### src/hdl/hecr_pkg.sv
// ----------------------------------------------------------------------------
// Half-duplex echo-cancelling relay: shared package
// Item types, code enumerations and default constants for the relay.
// ----------------------------------------------------------------------------
package hecr_pkg;

   localparam int TX_FIFO_DEPTH_DEFAULT = 16;
   localparam int COUNT_BITS_DEFAULT    = 8;
   localparam int CSR_DATA_W            = 32;
   localparam logic [31:0] IDLE_TIMEOUT_RESET = 32'd30000;

   typedef enum logic {
      CSR_ENABLE       = 1'b0,
      CSR_IDLE_TIMEOUT = 1'b1
   } csr_index_type;

   typedef enum logic [2:0] {
      ACT_ECHO     = 3'd0,
      ACT_FORWARD  = 3'd1,
      ACT_REFUSED  = 3'd2,
      ACT_INACTIVE = 3'd3,
      ACT_RESYNC   = 3'd4
   } action_type;

   typedef enum logic [1:0] {
      LOCK_IDLE = 2'd0,
      LOCK_REQ  = 2'd1,
      LOCK_RSP  = 2'd2
   } lock_type;

   typedef enum logic {
      FUNC_BYTE     = 1'b0,
      FUNC_OVERFLOW = 1'b1
   } func_type;

   typedef struct packed {
      func_type    func;
      logic        source_side;
      logic [7:0]  rx_byte;
      logic [31:0] now_ticks;
      logic [4:0]  dest_tx_fill;
   } req_type;

   typedef struct packed {
      action_type action;
      logic       tx_side;
      logic [7:0] tx_byte;
      lock_type   lock_state;
      logic       timeout_fired;
      logic       lock_taken;
   } rsp_type;

   typedef struct packed {
      logic valid;
      logic advance;
   } stage_ctl_type;

endpackage

### src/hdl/hecr_in_reg.sv
// ----------------------------------------------------------------------------
// Half-duplex echo-cancelling relay: input register
// Holds one accepted item until the decision stage moves it on.
// ----------------------------------------------------------------------------
module hecr_in_reg
   import hecr_pkg::*;
(
   input  logic          clock,
   input  logic          reset,
   input  logic          req_valid,
   output logic          req_stall,
   input  req_type       req_data,
   input  logic          advance,
   output logic          item_valid,
   output req_type       item_data
);

   logic    valid_ff;
   logic    valid_in;
   req_type data_ff;
   logic    accept;

   assign req_stall = valid_ff & ~advance;
   assign accept    = req_valid & ~req_stall;
   assign valid_in  = accept | (valid_ff & ~advance);

   always_ff @(posedge clock) begin
      if (reset) begin
         valid_ff <= 1'b0;
      end else begin
         valid_ff <= valid_in;
      end
   end

   always_ff @(posedge clock) begin
      if (accept) begin
         data_ff <= req_data;
      end
   end

   assign item_valid = valid_ff;
   assign item_data  = data_ff;

endmodule

### src/hdl/hecr_relay_core.sv
// ----------------------------------------------------------------------------
// Half-duplex echo-cancelling relay: decision logic and relay state
// Classifies the item in the input register and updates lock and counts.
// ----------------------------------------------------------------------------
module hecr_relay_core
   import hecr_pkg::*;
#(
   parameter int TX_FIFO_DEPTH = TX_FIFO_DEPTH_DEFAULT,
   parameter int COUNT_BITS    = COUNT_BITS_DEFAULT
)
(
   input  logic                  clock,
   input  logic                  reset,
   input  logic                  csr_wr_en,
   input  logic                  csr_index,
   input  logic [CSR_DATA_W-1:0] csr_wr_data,
   input  stage_ctl_type         ctl,
   input  req_type               item,
   output rsp_type               result
);

   localparam logic [COUNT_BITS-1:0] COUNT_MAX = {COUNT_BITS{1'b1}};
   localparam logic [8:0] DEPTH = 9'(TX_FIFO_DEPTH);

   logic                  enable_ff;
   logic                  enable_in;
   logic [31:0]           timeout_ff;
   logic [31:0]           timeout_in;
   lock_type              lock_ff;
   lock_type              lock_in;
   logic [COUNT_BITS-1:0] fwd_ff;
   logic [COUNT_BITS-1:0] fwd_in;
   logic [COUNT_BITS-1:0] echo_ff;
   logic [COUNT_BITS-1:0] echo_in;
   logic [31:0]           last_ff;
   logic [31:0]           last_in;
   logic                  clear_cfg;
   lock_type              own;
   lock_type              other;
   logic [31:0]           elapsed;

   always_comb begin
      enable_in  = enable_ff;
      timeout_in = timeout_ff;
      clear_cfg  = 1'b0;
      if (csr_wr_en) begin
         unique case (csr_index)
            CSR_ENABLE: begin
               enable_in = csr_wr_data[0];
               clear_cfg = csr_wr_data[0];
            end
            CSR_IDLE_TIMEOUT: begin
               timeout_in = csr_wr_data[31:0];
            end
            default: begin
               enable_in = enable_ff;
            end
         endcase
      end
   end

   always_comb begin
      lock_in              = lock_ff;
      fwd_in               = fwd_ff;
      echo_in              = echo_ff;
      last_in              = last_ff;
      result               = '0;
      result.action        = ACT_INACTIVE;
      own                  = item.source_side ? LOCK_RSP : LOCK_REQ;
      other                = item.source_side ? LOCK_REQ : LOCK_RSP;
      elapsed              = item.now_ticks - last_ff;
      if (item.func == FUNC_OVERFLOW) begin
         lock_in       = LOCK_IDLE;
         fwd_in        = '0;
         echo_in       = '0;
         result.action = ACT_RESYNC;
      end else if (enable_ff) begin
         if ((lock_ff != LOCK_IDLE) && (elapsed > timeout_ff)) begin
            lock_in              = LOCK_IDLE;
            fwd_in               = '0;
            echo_in              = '0;
            result.timeout_fired = 1'b1;
         end
         last_in        = item.now_ticks;
         result.tx_side = ~item.source_side;
         if ((lock_in == other) && (echo_in < fwd_in)) begin
            if (echo_in != COUNT_MAX) begin
               echo_in = echo_in + 1'b1;
            end
            result.action = ACT_ECHO;
         end else begin
            if (lock_in != own) begin
               lock_in           = own;
               fwd_in            = '0;
               echo_in           = '0;
               result.lock_taken = 1'b1;
            end
            if (9'(item.dest_tx_fill) < DEPTH) begin
               if (fwd_in != COUNT_MAX) begin
                  fwd_in = fwd_in + 1'b1;
               end
               result.action  = ACT_FORWARD;
               result.tx_byte = item.rx_byte;
            end else begin
               result.action = ACT_REFUSED;
            end
         end
      end
      result.lock_state = lock_in;
   end

   always_ff @(posedge clock) begin
      if (reset) begin
         enable_ff  <= 1'b0;
         timeout_ff <= IDLE_TIMEOUT_RESET;
         lock_ff    <= LOCK_IDLE;
         fwd_ff     <= '0;
         echo_ff    <= '0;
         last_ff    <= '0;
      end else begin
         enable_ff  <= enable_in;
         timeout_ff <= timeout_in;
         if (clear_cfg) begin
            lock_ff <= LOCK_IDLE;
            fwd_ff  <= '0;
            echo_ff <= '0;
         end else if (ctl.advance) begin
            lock_ff <= lock_in;
            fwd_ff  <= fwd_in;
            echo_ff <= echo_in;
            last_ff <= last_in;
         end
      end
   end

   a_echo_within_fwd: assert property (@(posedge clock) disable iff (reset)
      echo_ff <= fwd_ff)
      else $error("echo count exceeds forwarded count");

   a_idle_counts_zero: assert property (@(posedge clock) disable iff (reset)
      (lock_ff == LOCK_IDLE) |-> ((fwd_ff == '0) && (echo_ff == '0)))
      else $error("counts held while lock is idle");

   a_resync_clears: assert property (@(posedge clock) disable iff (reset)
      (ctl.advance && ctl.valid && (item.func == FUNC_OVERFLOW))
      |=> (lock_ff == LOCK_IDLE))
      else $error("resync item did not release the lock");

   a_advance_needs_item: assert property (@(posedge clock) disable iff (reset)
      ctl.advance |-> ctl.valid)
      else $error("decision stage advanced without an item");

endmodule

### src/hdl/hecr_out_reg.sv
// ----------------------------------------------------------------------------
// Half-duplex echo-cancelling relay: result register
// Holds one result item until the receiving side takes it.
// ----------------------------------------------------------------------------
module hecr_out_reg
   import hecr_pkg::*;
(
   input  logic          clock,
   input  logic          reset,
   input  logic          item_valid,
   input  rsp_type       result,
   output stage_ctl_type ctl,
   output logic          rsp_valid,
   input  logic          rsp_stall,
   output rsp_type       rsp_data
);

   logic    valid_ff;
   logic    valid_in;
   rsp_type data_ff;
   logic    advance;

   assign advance  = item_valid & (~valid_ff | ~rsp_stall);
   assign valid_in = advance | (valid_ff & rsp_stall);

   always_ff @(posedge clock) begin
      if (reset) begin
         valid_ff <= 1'b0;
      end else begin
         valid_ff <= valid_in;
      end
   end

   always_ff @(posedge clock) begin
      if (advance) begin
         data_ff <= result;
      end
   end

   assign ctl.valid   = item_valid;
   assign ctl.advance = advance;
   assign rsp_valid   = valid_ff;
   assign rsp_data    = data_ff;

endmodule

### src/hdl/half_duplex_echo_cancel_relay.sv
// ----------------------------------------------------------------------------
// Half-duplex echo-cancelling relay: top level
// Relays bytes between the two halves of a split half-duplex bus, dropping
// echoes by count and holding one direction lock at a time.
//
//   Channel   Direction  Ports                               Item
//   req       in         req_valid, req_stall, req_data      received byte or overflow
//   rsp       out        rsp_valid, rsp_stall, rsp_data      relay decision
//   csr       in         csr_wr_en, csr_index, csr_wr_data   register write
//
// An accepted item is held in the input register, decided combinationally and
// written to the result register, from which the receiving side takes it.
// One item is accepted every cycle while results are taken; the decision for
// each item is combinational.
// A stalled result holds the decision stage, which then stalls the input.
// Reset is synchronous; the relay comes up disabled with the lock idle.
// ----------------------------------------------------------------------------
module half_duplex_echo_cancel_relay
   import hecr_pkg::*;
#(
   parameter int TX_FIFO_DEPTH = TX_FIFO_DEPTH_DEFAULT,
   parameter int COUNT_BITS    = COUNT_BITS_DEFAULT
)
(
   input  logic                  clock,
   input  logic                  reset,
   input  logic                  req_valid,
   output logic                  req_stall,
   input  req_type               req_data,
   output logic                  rsp_valid,
   input  logic                  rsp_stall,
   output rsp_type               rsp_data,
   input  logic                  csr_wr_en,
   input  logic                  csr_index,
   input  logic [CSR_DATA_W-1:0] csr_wr_data
);

   logic          item_valid;
   req_type       item_data;
   rsp_type       result;
   stage_ctl_type ctl;

   hecr_in_reg u_in_reg (
      .clock      (clock),
      .reset      (reset),
      .req_valid  (req_valid),
      .req_stall  (req_stall),
      .req_data   (req_data),
      .advance    (ctl.advance),
      .item_valid (item_valid),
      .item_data  (item_data)
   );

   hecr_relay_core #(
      .TX_FIFO_DEPTH (TX_FIFO_DEPTH),
      .COUNT_BITS    (COUNT_BITS)
   ) u_core (
      .clock       (clock),
      .reset       (reset),
      .csr_wr_en   (csr_wr_en),
      .csr_index   (csr_index),
      .csr_wr_data (csr_wr_data),
      .ctl         (ctl),
      .item        (item_data),
      .result      (result)
   );

   hecr_out_reg u_out_reg (
      .clock      (clock),
      .reset      (reset),
      .item_valid (item_valid),
      .result     (result),
      .ctl        (ctl),
      .rsp_valid  (rsp_valid),
      .rsp_stall  (rsp_stall),
      .rsp_data   (rsp_data)
   );

   a_stall_only_when_full: assert property (@(posedge clock) disable iff (reset)
      req_stall |-> (item_valid && rsp_valid && rsp_stall))
      else $error("input stalled while the pipeline could move");

   a_item_reaches_result: assert property (@(posedge clock) disable iff (reset)
      (item_valid && !rsp_valid) |=> rsp_valid)
      else $error("held item did not reach the result register");

   a_no_stall_when_empty: assert property (@(posedge clock) disable iff (reset)
      !item_valid |-> !req_stall)
      else $error("input stalled with an empty input register");

endmodule
### config.mk
export PLATFORM = sky130hd
export DESIGN_NAME = half_duplex_echo_cancel_relay
export DESIGN_NICKNAME = d
export VERILOG_FILES = /design/src/hdl/hecr_pkg.sv /design/src/hdl/hecr_in_reg.sv /design/src/hdl/hecr_relay_core.sv /design/src/hdl/hecr_out_reg.sv /design/src/hdl/half_duplex_echo_cancel_relay.sv
export SDC_FILE = /design/constraint.sdc
export NUM_CORES = 1
export LEC_CHECK = 0
export ABC_AREA = 1
export BUFFER_PORTS_ARGS = -buffer_cell sky130_fd_sc_hd__buf_2
export CORE_AREA = 10 10 128 130
export DETAILED_ROUTE_END_ITERATION = 8
export DIE_AREA = 0 0 138 140
export PLACE_DENSITY = 0.81
export REMOVE_ABC_BUFFERS = 1
export SLEW_MARGIN = 10
export SYNTH_ARGS = -nofsm -noshare
export SYNTH_HDL_FRONTEND = slang
export SYNTH_SLANG_ARGS = --single-unit
### constraint.sdc
create_clock -name clock -period 11.01 [get_ports clock]
set_clock_uncertainty 0.2 [all_clocks]
set_input_delay 0.5505 -clock clock [delete_from_list [all_inputs] [get_ports clock]]
set_output_delay 0.5505 -clock clock [all_outputs]
set_load 0.03 [all_outputs]
==> flow_metrics.py, run 1 <==
metrics = {
    "detailed_routing": {
        "first_iter_violations": 534,
        "via_count": 6895,
        "drc": 0,
        "wl_per_cell_um": 14.84,
        "drtAntennaViolNets": 0,
        "drt_pass1_iterations": 5,
        "via_per_inst": 5.391,
        "wirelength_mm": 18.99,
    },
    "power_and_ir_drop": {
        "total_power_uw": 1337,
        "p_int_uw": 984.4,
        "power.switching_uw": 352.6,
        "p_leak_uw": 0.003971,
        "p_comb_share_pct": 14.6,
        "peakVddDrop_v": 0.0001381,
        "power_frac_seq_pct": 44.0,
        "sw_frac_of_total_pct": 26.37,
        "powerDensity_nw_per_um2": 143.0,
        "pwr-share-clk_pct": 41.4,
    },
    "layout": {
        "num_antenna_cells": 0,
        "utilization_pct": 67.91,
        "nNetsFinal": 1244,
        "synthToLayoutAreaGrowth_pct": 14.63,
        "fillCellCount": 1188,
        "drive_gt1_share_pct": 14.47,
    },
    "flow_run": {
        "maxCapViolations": 0,
    },
    "timing": {
        "maxSlewHeadroom_pct": 32.25,
        "rsz0062_at_grt": "false",
        "period_minus_slack_ns": 7.003,
        "setup-tns-final_ns": 0,
        "timing.final.crit_share_pct": 63.60,
        "drv_slew": 0,
        "hold-worst-slack_ns": 0.09415,
        "max_slew.worst_pin.slew_ns": 1.013,
        "setup_viol": 0,
        "hold_viol": 0,
        "max_freq_ghz": 0.1428,
    },
    "floorplanning": {
        "core_area_um2": 13770,
        "io_pins": 103,
        "die_h_um": 140,
        "dieArea_um2": 19320,
        "start_util_pct": 59.24,
        "core.rowCount": 43,
        "fp.dieW_um": 138,
    },
    "clocking": {
        "cts_buffers": 17,
        "cts_tree": "done",
        "root_buffer": "clkbuf_16",
        "clock_latency_ns": 0.43,
        "max-clock-path-buffers": 2,
        "cts_hold_buffers": 0,
        "h-tree-depth": 4,
        "clock-sinks": 144,
        "clkTransAtPathRegs_ns": 0.06,
        "post_cts_resized": 0,
        "cts_setup_buffers": 0,
    },
    "setup_path": {
        "critPathMaxFanout": 22,
        "crit_slowest_cell": "fa_1",
        "cp-start-kind": "flip-flop",
        "cp-end-kind": "flip-flop",
        "r2r_end": "u_core.echo_ff[3]$_SDFFE_PP0P_",
        "rrSetupSlack_ns": 4.01,
        "r2r-start": "u_in_reg.item_data[5]$_DFFE_PP_",
        "worstPathRequired_ns": 11.15,
        "arrival_ns": 7.14,
        "reg2regPathDepth": 35,
        "worstSetupPathType": "reg2reg",
        "slowest_delay_ns": 0.40,
    },
    "min_path": {
        "min_from": "req_data[7]",
        "hp-class": "in2reg",
        "worstHoldEndpoint": "u_in_reg.item_data[7]$_DFFE_PP_",
        "min_path_cells": 1,
    },
    "placement": {
        "port_buffers": 98,
        "hpwl_mm": 13.94,
        "globalplace.congestion": 0.8931,
    },
    "global_route": {
        "grt_usage_pct": 19.61,
        "grt_max_degree": 67,
        "grt-ovfl-total": 0,
        "grt_pass1_vias": 6797,
        "grt_antenna_before_repair": 0,
        "grt_pass1_wl_mm": 31.80,
    },
    "synth": {
        "ys_ff_latch": 144,
        "yosysSeqAreaShare_pct": 42.57,
        "synth-warning-count": 0,
        "synth.largest_area_cell": "edfxtp_1",
        "synthCells": 992,
        "synth_cell_types": 45,
        "syn_area_um2": 8159,
        "synthTopCellsByArea": "edfxtp_1, dfxtp_1, ha_1, a21oi_1, nand2_1",
        "syn-mean-instance-area_um2": 8.225,
        "yosysTopAreaCellShare_pct": 21.71,
    },
    "outcome": {
        "status": "finished, final reports clean",
    },
}
## sequential cells by signal, indices dropped and copies added (netlist names)
| register | flops |
|---|---|
| u_out_reg.rsp_data | 16 |
| u_core.fwd_ff | 8 |
| u_out_reg.rsp_valid | 1 |
| u_core.enable_ff | 1 |
| u_core.timeout_ff | 32 |
| u_core.echo_ff | 8 |
| u_in_reg.item_data | 43 |
| u_in_reg.item_valid | 1 |
| u_core.lock_ff | 2 |
| u_core.last_ff | 32 |
## worst max-delay path: cells and delay by family (launching register included)
family / cells / cell delay (ns)
fa+ha+maj: 4 / 1.09
xor+xnor: 1 / 0.17
flops: 1 / 0.35
buf+inv: 4 / 0.67
compound gates: 13 / 2.34
simple gates: 13 / 2.09
## final cells by class
type	count	area [µm²]	share of cell area, %
Multi-Input combinational cell	672	3993	42.69
Inverter	149	560.5	5.993
Clock buffer	22	474.2	5.070
Timing Repair Buffer	102	520.5	5.565
Tap cell	180	225.2	2.408
Sequential cell	144	3473	37.14
Clock inverter	10	106.4	1.137
## through the flow
step	std cells	setup WS, ns	cell area [µm²]
after floorplan	965	5.350	8026
after global placement	1247	4.188	8772
after detailed placement	1247	4.118	8772
after CTS	1279	4.051	9353
after global routing	1279	3.327	9353
final	1279	4.007	9353
## worst max-delay path by stage
stage	start	to	cells after the start
after floorplan	u_in_reg.item_data[5]$_DFFE_PP_	u_core.echo_ff[3]$_SDFFE_PP0P_	35
final	u_in_reg.item_data[5]$_DFFE_PP_	u_core.echo_ff[3]$_SDFFE_PP0P_	35
after global placement	u_in_reg.item_data[5]$_DFFE_PP_	u_core.echo_ff[3]$_SDFFE_PP0P_	35
after global routing	u_in_reg.item_data[5]$_DFFE_PP_	u_core.echo_ff[3]$_SDFFE_PP0P_	35
after detailed placement	u_in_reg.item_data[5]$_DFFE_PP_	u_core.echo_ff[3]$_SDFFE_PP0P_	35
after CTS	u_in_reg.item_data[5]$_DFFE_PP_	u_core.echo_ff[3]$_SDFFE_PP0P_	35
## cell usage in the layout (no fill, tap or decap), types with 3 or more instances in the layout
master / n
edfxtp_1: 59
a31oi_1: 5
o21ai_2: 3
nand3_1: 36
a21boi_1: 5
inv_1: 144
nand3_2: 3
buf_4: 4
dfxtp_1: 85
nor2_1: 56
o21ai_0: 77
o21ai_1: 7
o31ai_1: 4
xnor2_1: 12
o21a_1: 6
xor2_1: 24
clkinv_4: 6
clkbuf_8: 3
nand2_2: 7
nand2_1: 163
nor2_2: 3
nand4_1: 16
o211ai_1: 8
nor2_4: 3
buf_2: 98
nor3_1: 8
clkbuf_16: 17
a21oi_1: 133
ha_1: 72
## logic make-up after synthesis
logic type | count (synthesis) | share of synthesized area [%]
AND/OR/NAND/NOR | 305 | 16.68
AO/OA/AOI/OAI | 258 | 17.10
buffers and inverters | 176 | 8.495
flip-flops | 144 | 42.57
adder cells (fa/ha/maj) | 73 | 11.29
XOR/XNOR | 36 | 3.864
## per-layer routing
layer	routed length [µm]	track usage [%]	vias up	share of wire (%)
met5	0	0	-	0
met3	1140	5.646	27	6.0
li1	-	-	3536	-
met4	326	5.993	0	1.7
met2	9449	34.29	203	50
met1	8069	22.69	3129	42
## cells in the mapped netlist, drive strengths merged
| cell type | number |
|---|---|
| o211ai | 8 |
| nor3b | 1 |
| a221oi | 2 |
| nor2 | 62 |
| a31oi | 5 |
| a21boi | 5 |
| o221ai | 2 |
| and3 | 1 |
| dfxtp | 85 |
| o21ai | 87 |
| nand3 | 39 |
| o31ai | 4 |
| clkinv | 3 |
| and2 | 1 |
| nor4 | 2 |
| inv | 146 |
| xnor2 | 12 |
| buf | 5 |
| nor3 | 9 |
| o21a | 6 |
| fa | 1 |
| a21oi | 134 |
| nand2 | 171 |
| o21bai | 2 |
| nand3b | 2 |
| xor2 | 24 |
| edfxtp | 59 |
| a21o | 1 |
| o22ai | 2 |
| nand4 | 17 |
| clkbuf | 22 |
| ha | 72 |
## power by group through the flow
| stage | combinational (µW) | sequential [µW] | clock (µW) |
|---|---|---|---|
| floorplan | 131 | 603 | 0 |
| global placement | 185 | 598 | 0 |
| detailed placement | 192 | 599 | 0 |
| CTS | 195 | 588 | 563 |
| global route | 223 | 590 | 587 |
| finish | 195 | 588 | 554 |
(Power assumes the default switching activity.)
==> inputs of run 2 (changes only) <==
Settings changed: CORE_AREA 10 10 128 130 to 10 10 129 131, DIE_AREA 0 0 138 140 to 0 0 139 141, PLACE_DENSITY 0.81 to 0.8.
Clock period 11.01 ns to 6.5 ns, I/O delays scaled along.
==> run 2 against run 1 <==
Compared with the run above:
- setup slack got worse by 3.6 ns
- first-iteration DRC count rose by 0.75%
- final area rose by 9.5%
- hold slack got worse by 0.090 ns
- combinational power rose by 92%
- sequential share of layout area fell by 3.2 points
- global-route usage rose by 1.6 points
- maximum frequency rose by 15%
- cell count rose by 7.0%
- sequential power rose by 69%
- routed wire length rose by 10%
- largest cell class unchanged
- largest power group unchanged
==> flow_metrics.py, run 2 (same netlist as run 1, synthesis figures left out) <==
metrics = {
    "setup_path": {
        "cp_num_buf_inv": 5,
        "slowest_delay_ns": 0.41,
        "crit_slowest_cell": "fa_1",
        "crit_top_cell": "inv_1",
        "critPathMaxFanout": 13,
        "worstPathRequired_ns": 6.56,
        "arrival_ns": 6.15,
        "cp-start-kind": "flip-flop",
        "cp-end-kind": "flip-flop",
        "critical_path.top_delay_family": "compound AO/OA/AOI/OAI gates",
        "worstSetupPathType": "reg2reg",
    },
    "clocking": {
        "clock_latency_ns": 0.42,
        "clock-sinks": 144,
        "clkTransAtPathRegs_ns": 0.06,
        "h-tree-depth": 4,
        "max-clock-path-buffers": 2,
        "cts_setup_buffers": 0,
        "root_buffer": "clkbuf_16",
        "cts_buffers": 17,
        "cts_tree": "done",
    },
    "detailed_routing": {
        "drt_pass1_iterations": 5,
        "drtAntennaViolNets": 0,
        "wirelength_mm": 20.91,
        "drc": 0,
        "first_iter_violations": 538,
        "wl_per_cell_um": 15.28,
        "via_count": 7251,
        "via_per_inst": 5.300,
    },
    "power_and_ir_drop": {
        "p_leak_uw": 0.004356,
        "peakVddDrop_v": 0.0001710,
        "powerDensity_nw_per_um2": 229.8,
    },
    "timing": {
        "setup_viol": 0,
        "setup-tns-final_ns": 0,
        "rsz0062_at_grt": "false",
        "max_freq_ghz": 0.1641,
        "setup_slack_ns": 0.4055,
        "drv_slew": 0,
        "period_minus_slack_ns": 6.094,
        "timing.final.crit_share_pct": 93.76,
        "max_slew.worst_pin.slew_ns": 1.134,
        "maxSlewHeadroom_pct": 24.13,
        "hold_viol": 0,
    },
    "placement": {
        "pre_cts_slack_ns": 0.1550,
        "hpwl_mm": 14.17,
        "port_buffers": 98,
        "globalplace.congestion": 0.8834,
    },
    "floorplanning": {
        "fp.dieW_um": 139,
        "die_h_um": 141,
        "core.rowCount": 44,
        "io_pins": 103,
        "core_area_um2": 14200,
        "dieArea_um2": 19600,
        "start_util_pct": 57.44,
    },
    "global_route": {
        "grt_usage_pct": 21.24,
        "grt_antenna_before_repair": 2,
        "grt_max_degree": 67,
        "grt_pass1_wl_mm": 34.77,
        "grt_pass1_vias": 7528,
        "grt-ovfl-total": 0,
    },
    "min_path": {
        "hp-class": "in2reg",
    },
    "layout": {
        "layout_common_cells": "nand2_1, inv_1, a21oi_1, buf_2, dfxtp_1",
        "final_common_cell": "nand2_1",
        "largest_reg_flops": 43,
        "nNetsFinal": 1328,
        "synthToLayoutAreaGrowth_pct": 25.50,
        "drive_gt1_share_pct": 15.05,
        "utilization_pct": 72.09,
    },
    "outcome": {
        "status": "finished, final reports clean",
    },
    "flow_run": {
        "maxCapViolations": 0,
    },
}
[run 2: final cells by class]
class,instances,area (µm²)
repair buffers,186,1349
multi-input cells,672,4033
inverters,149,560.5
clock buffers,23,457.9
flip-flops and latches,144,3473
fillers,1105,3964
diodes,1,2.502
clock inverters,9,133.9
well taps,184,230.2
[run 2: through the flow]
stage | hold slack, ns | instances | cell area (µm²) | total power (µW)
CTS | 0.0002776 | 1367 | 10200 | 2354
global placement | 0.2435 | 1266 | 8915 | 1333
detailed placement | 0.2519 | 1266 | 8915 | 1343
finish | 0.003867 | 1368 | 10240 | 2353
floorplan | 0.1941 | 965 | 8026 | 1242
global route | 0.02590 | 1368 | 10240 | 2457
[run 2: report_power, final]
group / switching, µW / internal, µW / total [µW]
clock network: 367 / 615 / 982
logic: 217 / 158 / 375
registers: 15.3 / 981 / 996
total: 600 / 1750 / 2350
[run 2: worst reg2reg max path, delay by kind of cell, from the launching register on]
kind,cells,cell delay [ns]
flip-flops,1,0.37
XOR/XNOR,1,0.16
buffers and inverters,5,0.52
AO/OA/AOI/OAI,13,2.00
AND/OR/NAND/NOR,11,1.57
adder cells (fa/ha/maj),4,1.11
[run 2: timing repair]
action / 4_1_cts / 5_1_grt
hold buffers: 69 / 0
hold endpoints to repair: 70 / 0
setup endpoints to repair: 10 / 31
gates resized for setup: 1 / 11
pin swaps: 0 / 1
[run 2: path summary, 6_finish.rpt]
| path | startpoint | to | slack (ns) | cells past startpoint |
|---|---|---|---|---|
| min | csr_wr_data[18] | u_core.timeout_ff[18]$_SDFFE_PP0P_ | 0.004 | 3 |
| max | u_in_reg.item_data[5]$_DFFE_PP_ | u_out_reg.rsp_data[3]$_DFFE_PP_ | 0.41 | 34 |
| max reg2reg | u_in_reg.item_data[5]$_DFFE_PP_ | u_out_reg.rsp_data[3]$_DFFE_PP_ | 0.41 | 34 |
| min reg2reg | u_core.last_ff[21]$_SDFFE_PP0P_ | u_core.last_ff[21]$_SDFFE_PP0P_ | 0.26 | 2 |
[run 2: routing by layer]
metal	GRT usage (%)	routed length (µm)	vias to the layer above
met3	5.610	1293	47
met4	9.445	499	2
met2	37.10	10410	213
met1	23.84	8695	3287
met5	0	13	-
li1	-	-	3702
